--- src/rtl/core/sfta_pkg.sv ---
`timescale 1ns / 1ps

package sfta_pkg;

    // One vertex as it travels through the block.
    typedef struct packed {
        logic [14:0]        position_index;
        logic [14:0]        normal_index;
        logic signed [15:0] tex_s;
        logic signed [15:0] tex_t;
    } vtx_t;

    // One assembled triangle, corners in emission order.
    typedef struct packed {
        vtx_t [2:0] verts;
        logic       from_fan;
    } tri_t;

    // Queue status seen by the front end.
    typedef struct packed {
        logic full;
        logic valid;
    } qstat_t;

    // Which of the four vertex words comes next.
    localparam logic [1:0] FieldPos  = 2'd0;
    localparam logic [1:0] FieldNorm = 2'd1;
    localparam logic [1:0] FieldS    = 2'd2;
    localparam logic [1:0] FieldT    = 2'd3;

    // Corner numbers within a triangle.
    localparam logic [1:0] CornerFirst  = 2'd0;
    localparam logic [1:0] CornerSecond = 2'd1;
    localparam logic [1:0] CornerLast   = 2'd2;

    // Window fill levels.
    localparam logic [1:0] WinEmpty = 2'd0;
    localparam logic [1:0] WinOne   = 2'd1;
    localparam logic [1:0] WinTwo   = 2'd2;
    localparam logic [1:0] WinFull  = 2'd3;

    // Smallest vertex count that a primitive reads.
    localparam logic [15:0] MinVertices = 16'd3;

endpackage

--- src/rtl/core/sfta_front.sv ---
`timescale 1ns / 1ps

module sfta_front (
    input  logic                 aclk,
    input  logic                 aresetn,
    input  logic                 s_valid,
    output logic                 s_ready,
    input  logic signed [15:0]   s_command_word,
    input  sfta_pkg::qstat_t     q_stat,
    output logic                 push,
    output sfta_pkg::tri_t       push_data
);

    logic               in_prim_reg, in_prim_next;
    logic               fan_reg, fan_next;
    logic [15:0]        remain_reg, remain_next;
    logic [1:0]         field_reg, field_next;
    logic [1:0]         count_reg, count_next;
    logic               rev_reg, rev_next;
    logic [14:0]        pos_reg;
    logic [14:0]        norm_reg;
    logic signed [15:0] s_reg;
    sfta_pkg::vtx_t     win_reg [3];

    logic               accept;
    logic [15:0]        word;
    logic [15:0]        mag;
    logic               vtx_done;
    sfta_pkg::vtx_t     new_vtx;

    // A word is taken whenever the queue has room for a triangle.
    assign s_ready = !q_stat.full;
    assign accept  = s_valid && s_ready;
    assign word    = s_command_word;
    assign mag     = word[15] ? (~word + 16'd1) : word;

    assign vtx_done = accept && in_prim_reg && (field_reg == sfta_pkg::FieldT);

    // The vertex completed by the current word.
    assign new_vtx.position_index = pos_reg;
    assign new_vtx.normal_index   = norm_reg;
    assign new_vtx.tex_s          = s_reg;
    assign new_vtx.tex_t          = s_command_word;

    // Header decoding and vertex counting.
    always_comb begin
        in_prim_next = in_prim_reg;
        fan_next     = fan_reg;
        remain_next  = remain_reg;
        field_next   = field_reg;
        count_next   = count_reg;
        rev_next     = rev_reg;
        if (accept) begin
            if (!in_prim_reg) begin
                if (word != 16'd0) begin
                    in_prim_next = 1'b1;
                    fan_next     = word[15];
                    remain_next  = (mag < sfta_pkg::MinVertices) ? sfta_pkg::MinVertices : mag;
                    field_next   = sfta_pkg::FieldPos;
                    count_next   = sfta_pkg::WinEmpty;
                    rev_next     = 1'b0;
                end
            end else if (field_reg != sfta_pkg::FieldT) begin
                field_next = field_reg + 2'd1;
            end else begin
                field_next = sfta_pkg::FieldPos;
                if (count_reg != sfta_pkg::WinFull) begin
                    count_next = count_reg + 2'd1;
                end else if (!fan_reg) begin
                    rev_next = !rev_reg;
                end
                if (remain_reg <= 16'd1) begin
                    remain_next  = 16'd0;
                    in_prim_next = 1'b0;
                end else begin
                    remain_next = remain_reg - 16'd1;
                end
            end
        end
    end

    // Triangle formed by the completed vertex, if any.
    always_comb begin
        push_data.from_fan = fan_reg;
        push_data.verts[0] = win_reg[0];
        push_data.verts[1] = win_reg[1];
        push_data.verts[2] = new_vtx;
        push = 1'b0;
        if (vtx_done) begin
            if (count_reg == sfta_pkg::WinTwo) begin
                push = 1'b1;
            end else if (count_reg == sfta_pkg::WinFull) begin
                push = 1'b1;
                if (fan_reg) begin
                    push_data.verts[1] = win_reg[2];
                end else if (!rev_reg) begin
                    push_data.verts[0] = new_vtx;
                    push_data.verts[1] = win_reg[2];
                    push_data.verts[2] = win_reg[1];
                end else begin
                    push_data.verts[0] = win_reg[1];
                    push_data.verts[1] = win_reg[2];
                end
            end
        end
    end

    // Control state.
    always_ff @(posedge aclk) begin
        if (!aresetn) begin
            in_prim_reg <= 1'b0;
            fan_reg     <= 1'b0;
            remain_reg  <= 16'd0;
            field_reg   <= sfta_pkg::FieldPos;
            count_reg   <= sfta_pkg::WinEmpty;
            rev_reg     <= 1'b0;
        end else begin
            in_prim_reg <= in_prim_next;
            fan_reg     <= fan_next;
            remain_reg  <= remain_next;
            field_reg   <= field_next;
            count_reg   <= count_next;
            rev_reg     <= rev_next;
        end
    end

    // Partial vertex words and the vertex window.
    always_ff @(posedge aclk) begin
        if (accept && in_prim_reg) begin
            case (field_reg)
                sfta_pkg::FieldPos:  pos_reg  <= word[14:0];
                sfta_pkg::FieldNorm: norm_reg <= word[14:0];
                sfta_pkg::FieldS:    s_reg    <= s_command_word;
                default: begin
                    case (count_reg)
                        sfta_pkg::WinEmpty: win_reg[0] <= new_vtx;
                        sfta_pkg::WinOne:   win_reg[1] <= new_vtx;
                        sfta_pkg::WinTwo:   win_reg[2] <= new_vtx;
                        default: begin
                            if (!fan_reg) begin
                                win_reg[0] <= win_reg[1];
                            end
                            win_reg[1] <= win_reg[2];
                            win_reg[2] <= new_vtx;
                        end
                    endcase
                end
            endcase
        end
    end

endmodule

--- src/rtl/core/sfta_queue.sv ---
`timescale 1ns / 1ps

module sfta_queue (
    input  logic             aclk,
    input  logic             aresetn,
    input  logic             push,
    input  sfta_pkg::tri_t   push_data,
    input  logic             pop,
    output sfta_pkg::tri_t   pop_data,
    output sfta_pkg::qstat_t stat
);

    sfta_pkg::tri_t entry_reg [2];
    logic           wr_ptr_reg, wr_ptr_next;
    logic           rd_ptr_reg, rd_ptr_next;
    logic [1:0]     fill_reg, fill_next;

    assign stat.full  = (fill_reg == 2'd2);
    assign stat.valid = (fill_reg != 2'd0);
    assign pop_data   = entry_reg[rd_ptr_reg];

    // Pointer and fill level update.
    always_comb begin
        wr_ptr_next = push ? !wr_ptr_reg : wr_ptr_reg;
        rd_ptr_next = pop ? !rd_ptr_reg : rd_ptr_reg;
        fill_next   = fill_reg + {1'b0, push} - {1'b0, pop};
    end

    always_ff @(posedge aclk) begin
        if (!aresetn) begin
            wr_ptr_reg <= 1'b0;
            rd_ptr_reg <= 1'b0;
            fill_reg   <= 2'd0;
        end else begin
            wr_ptr_reg <= wr_ptr_next;
            rd_ptr_reg <= rd_ptr_next;
            fill_reg   <= fill_next;
        end
    end

    // Triangle storage.
    always_ff @(posedge aclk) begin
        if (push) begin
            entry_reg[wr_ptr_reg] <= push_data;
        end
    end

endmodule

--- src/rtl/core/sfta_back.sv ---
`timescale 1ns / 1ps

module sfta_back (
    input  logic               aclk,
    input  logic               aresetn,
    input  logic               q_valid,
    input  sfta_pkg::tri_t     q_data,
    output logic               pop,
    output logic               m_valid,
    input  logic               m_ready,
    output logic [14:0]        m_position_index,
    output logic [14:0]        m_normal_index,
    output logic signed [15:0] m_tex_s,
    output logic signed [15:0] m_tex_t,
    output logic [1:0]         m_corner,
    output logic               m_from_fan,
    output logic               m_last_corner
);

    sfta_pkg::tri_t tri_reg;
    logic [1:0]     corner_reg, corner_next;
    logic           busy_reg, busy_next;
    logic           out_done;
    sfta_pkg::vtx_t cur;

    // A new triangle is loaded when idle or as the last corner leaves.
    assign out_done = busy_reg && m_ready && (corner_reg == sfta_pkg::CornerLast);
    assign pop      = q_valid && (!busy_reg || out_done);

    always_comb begin
        busy_next   = busy_reg;
        corner_next = corner_reg;
        if (pop) begin
            busy_next   = 1'b1;
            corner_next = sfta_pkg::CornerFirst;
        end else if (out_done) begin
            busy_next = 1'b0;
        end else if (busy_reg && m_ready) begin
            corner_next = corner_reg + 2'd1;
        end
    end

    always_ff @(posedge aclk) begin
        if (!aresetn) begin
            busy_reg   <= 1'b0;
            corner_reg <= sfta_pkg::CornerFirst;
        end else begin
            busy_reg   <= busy_next;
            corner_reg <= corner_next;
        end
    end

    always_ff @(posedge aclk) begin
        if (pop) begin
            tri_reg <= q_data;
        end
    end

    // Corner selection from the held triangle.
    always_comb begin
        case (corner_reg)
            sfta_pkg::CornerFirst:  cur = tri_reg.verts[0];
            sfta_pkg::CornerSecond: cur = tri_reg.verts[1];
            default:                cur = tri_reg.verts[2];
        endcase
    end

    assign m_valid          = busy_reg;
    assign m_position_index = cur.position_index;
    assign m_normal_index   = cur.normal_index;
    assign m_tex_s          = cur.tex_s;
    assign m_tex_t          = cur.tex_t;
    assign m_corner         = corner_reg;
    assign m_from_fan       = tri_reg.from_fan;
    assign m_last_corner    = (corner_reg == sfta_pkg::CornerLast);

endmodule

--- src/rtl/core/strip_fan_triangle_assembly.sv ---
// A completed triangle is queued, then registered in the back end, before its first corner leaves.
// Throughput: one command word per cycle while the queue is not full; each triangle leaves as three corners,
// one per cycle while m_ready is high, and a two-entry triangle queue absorbs output stalls.
// Reset: synchronous, active-low aresetn clears the header, counting, queue and corner control
// state; vertex and triangle payload registers are not reset.
`timescale 1ns / 1ps

module strip_fan_triangle_assembly (
    input  logic               aclk,
    input  logic               aresetn,
    input  logic               s_valid,
    output logic               s_ready,
    input  logic signed [15:0] s_command_word,
    output logic               m_valid,
    input  logic               m_ready,
    output logic [14:0]        m_position_index,
    output logic [14:0]        m_normal_index,
    output logic signed [15:0] m_tex_s,
    output logic signed [15:0] m_tex_t,
    output logic [1:0]         m_corner,
    output logic               m_from_fan,
    output logic               m_last_corner
);

    sfta_pkg::qstat_t q_stat;
    sfta_pkg::tri_t   push_data;
    sfta_pkg::tri_t   pop_data;
    logic             push;
    logic             pop;

    // Word parsing and triangle formation.
    sfta_front u_front (
        .aclk           (aclk),
        .aresetn        (aresetn),
        .s_valid        (s_valid),
        .s_ready        (s_ready),
        .s_command_word (s_command_word),
        .q_stat         (q_stat),
        .push           (push),
        .push_data      (push_data)
    );

    // Triangle queue between the two halves.
    sfta_queue u_queue (
        .aclk      (aclk),
        .aresetn   (aresetn),
        .push      (push),
        .push_data (push_data),
        .pop       (pop),
        .pop_data  (pop_data),
        .stat      (q_stat)
    );

    // Corner emission.
    sfta_back u_back (
        .aclk             (aclk),
        .aresetn          (aresetn),
        .q_valid          (q_stat.valid),
        .q_data           (pop_data),
        .pop              (pop),
        .m_valid          (m_valid),
        .m_ready          (m_ready),
        .m_position_index (m_position_index),
        .m_normal_index   (m_normal_index),
        .m_tex_s          (m_tex_s),
        .m_tex_t          (m_tex_t),
        .m_corner         (m_corner),
        .m_from_fan       (m_from_fan),
        .m_last_corner    (m_last_corner)
    );

endmodule

--- config.mk ---
export PLATFORM = sky130hd
export DESIGN_NAME = strip_fan_triangle_assembly
export DESIGN_NICKNAME = d
export VERILOG_FILES = /design/src/rtl/core/sfta_pkg.sv /design/src/rtl/core/sfta_front.sv /design/src/rtl/core/sfta_queue.sv /design/src/rtl/core/sfta_back.sv /design/src/rtl/core/strip_fan_triangle_assembly.sv
export SDC_FILE = /design/constraint.sdc
export NUM_CORES = 1
export LEC_CHECK = 0
export BUFFER_PORTS_ARGS = -buffer_cell sky130_fd_sc_hd__buf_2
export CAP_MARGIN = 30
export CORE_UTILIZATION = 56
export DETAILED_ROUTE_END_ITERATION = 10
export PLACE_DENSITY = 0.84
export SLEW_MARGIN = 20
export SYNTH_ARGS = -nofsm -noshare
export SYNTH_HDL_FRONTEND = slang
export SYNTH_SLANG_ARGS = --single-unit
--- constraint.sdc ---
create_clock -name aclk -period 17.27 [get_ports aclk]
set_input_delay 3.454 -clock aclk [delete_from_list [all_inputs] [get_ports aclk]]
set_output_delay 3.454 -clock aclk [all_outputs]
set_load 0.01 [all_outputs]
==> impl_metrics.csv <==
group,metric,value,unit
run_status,outcome,"finished, violations left",
run_status,violations,"DRC",
critical_path,path_max_fanout,45,
timing,relSlewSlack,33.60,%
timing,final_max_slew_viol_count,0,
critical_path,path_class,"reg -> out",
die,start_util,56.69,%
power,vdd_drop_max,0.07044,mV
routing,totalWireLength,73.98,mm
power,swShare,19.95,%
placed_design,io_buffers,87,
synthesis,syn_area,33520,µm²
critical_path,r2r_slack,12.77,ns
clock_tree,clk_latency,0.63,ns
job,cap_violations,0,
routing,vias,19180,
timing,finClkSkew,0.02768,ns
synthesis,ys_types,60,
power,p_switching,0.7777,mW
die,fp-row-count,89,
grt,grt_pass1_wl,110.4,mm
critical_path,endpoint_kind,"output port",
timing,fin_crit_sh,40.61,%
synthesis,synth_cells,2228,
routing,wire_per_inst,23.57,µm
power,leakagePower,12.58,nW
timing,rsz0062_at_grt,"no",
hold_path,min_path_type,"reg -> reg",
synthesis,synth_edf_count,793,
placed_design,hpwl,39.53,mm
power,clockPowerShare,42.2,%
die,ios,88,
routing,drc,11,
grt,antenna_found_initial,5,
synthesis,syn_avg_cell_area,15.04,µm²
synthesis,ys_ff_latch,823,
routing,dr.pass1.iters,9,
power,finalPower,3.899,mW
clock_tree,cts_root_buf,"clkbuf_16",
grt,grt_max_degree,188,
clock_tree,cts_setup_buffers,0,
power,power_density,104.4,nW/µm²
clock_tree,cts_buffer_depth,3,
cells_and_area,finalNetCount,2347,
critical_path,critical_path.startpoint_type,"flip-flop",
synthesis,synthFlopType,"edfxtp_1",
critical_path,crit_arrival,3.56,ns
cells_and_area,fin_area,37350,µm²
timing,hold_viol_final,0,
clock_tree,cts_tree,"built",
power,p_seq_share,55.7,%
critical_path,critPathSlowestCell,"buf_4",
synthesis,yosysWarningCount,0,
timing,tns,0,ns
grt,overflow,0,
cells_and_area,largest_reg_flops,374,
clock_tree,cts_resized,0,
critical_path,worstPathCellList,"inv_1 -> ha_2 -> buf_4 -> nor2_4 -> buf_4 -> nand2_1 -> nand2_1 -> buf_2",
clock_tree,clock-sinks,823,
power,pwr-share-comb,2.1,%
cells_and_area,diodes,0,
grt,grt_usage,24.35,%
routing,ant_nets,0,
synthesis,ys_seq_area_share,72.83,%
die,dieWidth,246.7,µm
synthesis,synth-async-reset-ratio,0,%
critical_path,cpPeakStageDelay,0.73,ns
timing,finalSetupViolations,0,
clock_tree,cts_buffers,78,
die,die-area,60840,µm²
timing,period_needed,7.014,ns
routing,drt_iter0_drc,2159,
power,intPower,3.121,mW
cells_and_area,drive_above_1_share,23.67,%
clock_tree,cts-htree-levels,3,
timing,timing.fmax,142.6,MHz
cells_and_area,area_growth,11.43,%
synthesis,synth_nets,2266,
routing,avgViaCountPerCell,6.111,
die,coreArea,59130,µm²
placed_design,placed_area,34880,µm²
timing,worstMarginPinSlew,0.9960,ns
critical_path,critical_path_required,13.82,ns
clock_tree,cts_hold_buf,0,
grt,grt_pass1_vias,19190,
placed_design,place.gp.congestion,0.8423,
die,die-height,246.7,µm
clock_tree,cts.clk_slew.worst_paths,0.06,ns
## placed cells by master (no fill, tap or decap), drive strengths merged, types with 5 or more instances in the layout
cell type    n
buf        120
o21ai       91
nand4        5
mux2       312
clkinv      29
inv         22
nand2      514
nor2        52
a21oi       17
dfxtp       30
clkbuf     100
edfxtp     793
xor2        11
o41ai        6
a22oi       68
and3         7
o31ai        7
o211ai       5
nor3        16
bufinv       5
nor4         7
mux2i       65
nand3        9
ha          18
xnor2        7
## layout make-up
class                   instances  area [µm²]
clock buffers                  99        2073
clock inverters                38       367.9
fillers                      3902       21780
inverters                      20       75.07
multi-input cells            1265        8628
flip-flops and latches        823       24420
well taps                     773       967.2
repair buffers                121       818.3
## stage by stage
step | setup slack (ns) | hold slack [ns] | instances | util, %
finish | 10.26 | 0.4952 | 3139 | 63.17
global route | 10.01 | 0.5031 | 3139 | 63.17
CTS | 10.28 | 0.4884 | 3137 | 63.11
detailed placement | 9.657 | 0.4805 | 3000 | 58.98
global placement | 9.550 | 0.4696 | 2993 | 58.73
floorplan | 4.003 | 0.4483 | 2228 | -
## cell usage after synthesis, types with 17 or more instances
cell	n	area [µm²]
a21oi_1	17	85.08
mux2i_1	65	650.6
o21ai_0	90	450.4
nor2_1	50	187.7
edfxtp_1	793	23810
dfxtp_1	30	600.6
a22oi_1	68	510.5
clkbuf_1	100	375.4
nand2_1	514	1929
inv_1	20	75.07
mux2_2	310	3491
ha_1	18	225.2
## logic make-up (layout without fill, tap and decap cells)
group | count (synthesis) | in the layout | share of synthesized area [%]
AO/OA/AOI/OAI | 223 | 223 | 4.367
buffers and inverters | 140 | 278 | 1.661
adder cells (fa/ha/maj) | 18 | 18 | 0.6719
multiplexers | 377 | 377 | 12.42
XOR/XNOR | 18 | 18 | 0.4927
flip-flops | 823 | 823 | 72.83
AND/OR/NAND/NOR | 629 | 629 | 7.551
## path summary, 6_finish.rpt
path,start,end,cells past startpoint
setup / recovery,u_back.m_corner[0]$_SDFFE_PP0P_,m_tex_t[2],8
hold / removal,u_front.remain_reg[10]$_SDFFE_PN0P_,u_front.remain_reg[10]$_SDFFE_PN0P_,2
hold reg to reg,u_front.remain_reg[10]$_SDFFE_PN0P_,u_front.remain_reg[10]$_SDFFE_PN0P_,2
setup reg to reg,u_queue.fill_reg[1]$_SDFF_PN0_,u_queue.entry_reg[1][51]$_DFFE_PP_,8
## power by group through the flow
stage	combinational, mW	sequential, mW	clock (mW)
detailed placement	0.0768	2.22	0
finish	0.0801	2.17	1.65
global placement	0.0730	2.22	0
floorplan	0.0513	2.21	0
CTS	0.0778	2.17	1.66
global route	0.0866	2.17	1.74
## critical path: cells and delay by family (launching register included)
family,cells,cell delay [ns]
flip-flops,1,0.37
AND/OR/NAND/NOR,3,0.99
adder cells (fa/ha/maj),1,0.19
buffers and inverters,4,1.31
## per-layer routing
layer | vias up | track usage [%] | wire length (µm)
li1 | 8471 | - | -
met5 | - | 0 | 38
met4 | 6 | 8.333 | 1935
met1 | 9602 | 31.28 | 28040
met3 | 153 | 3.668 | 6313
met2 | 950 | 42.30 | 37650
Note: power is estimated with default switching activity, not from simulation.
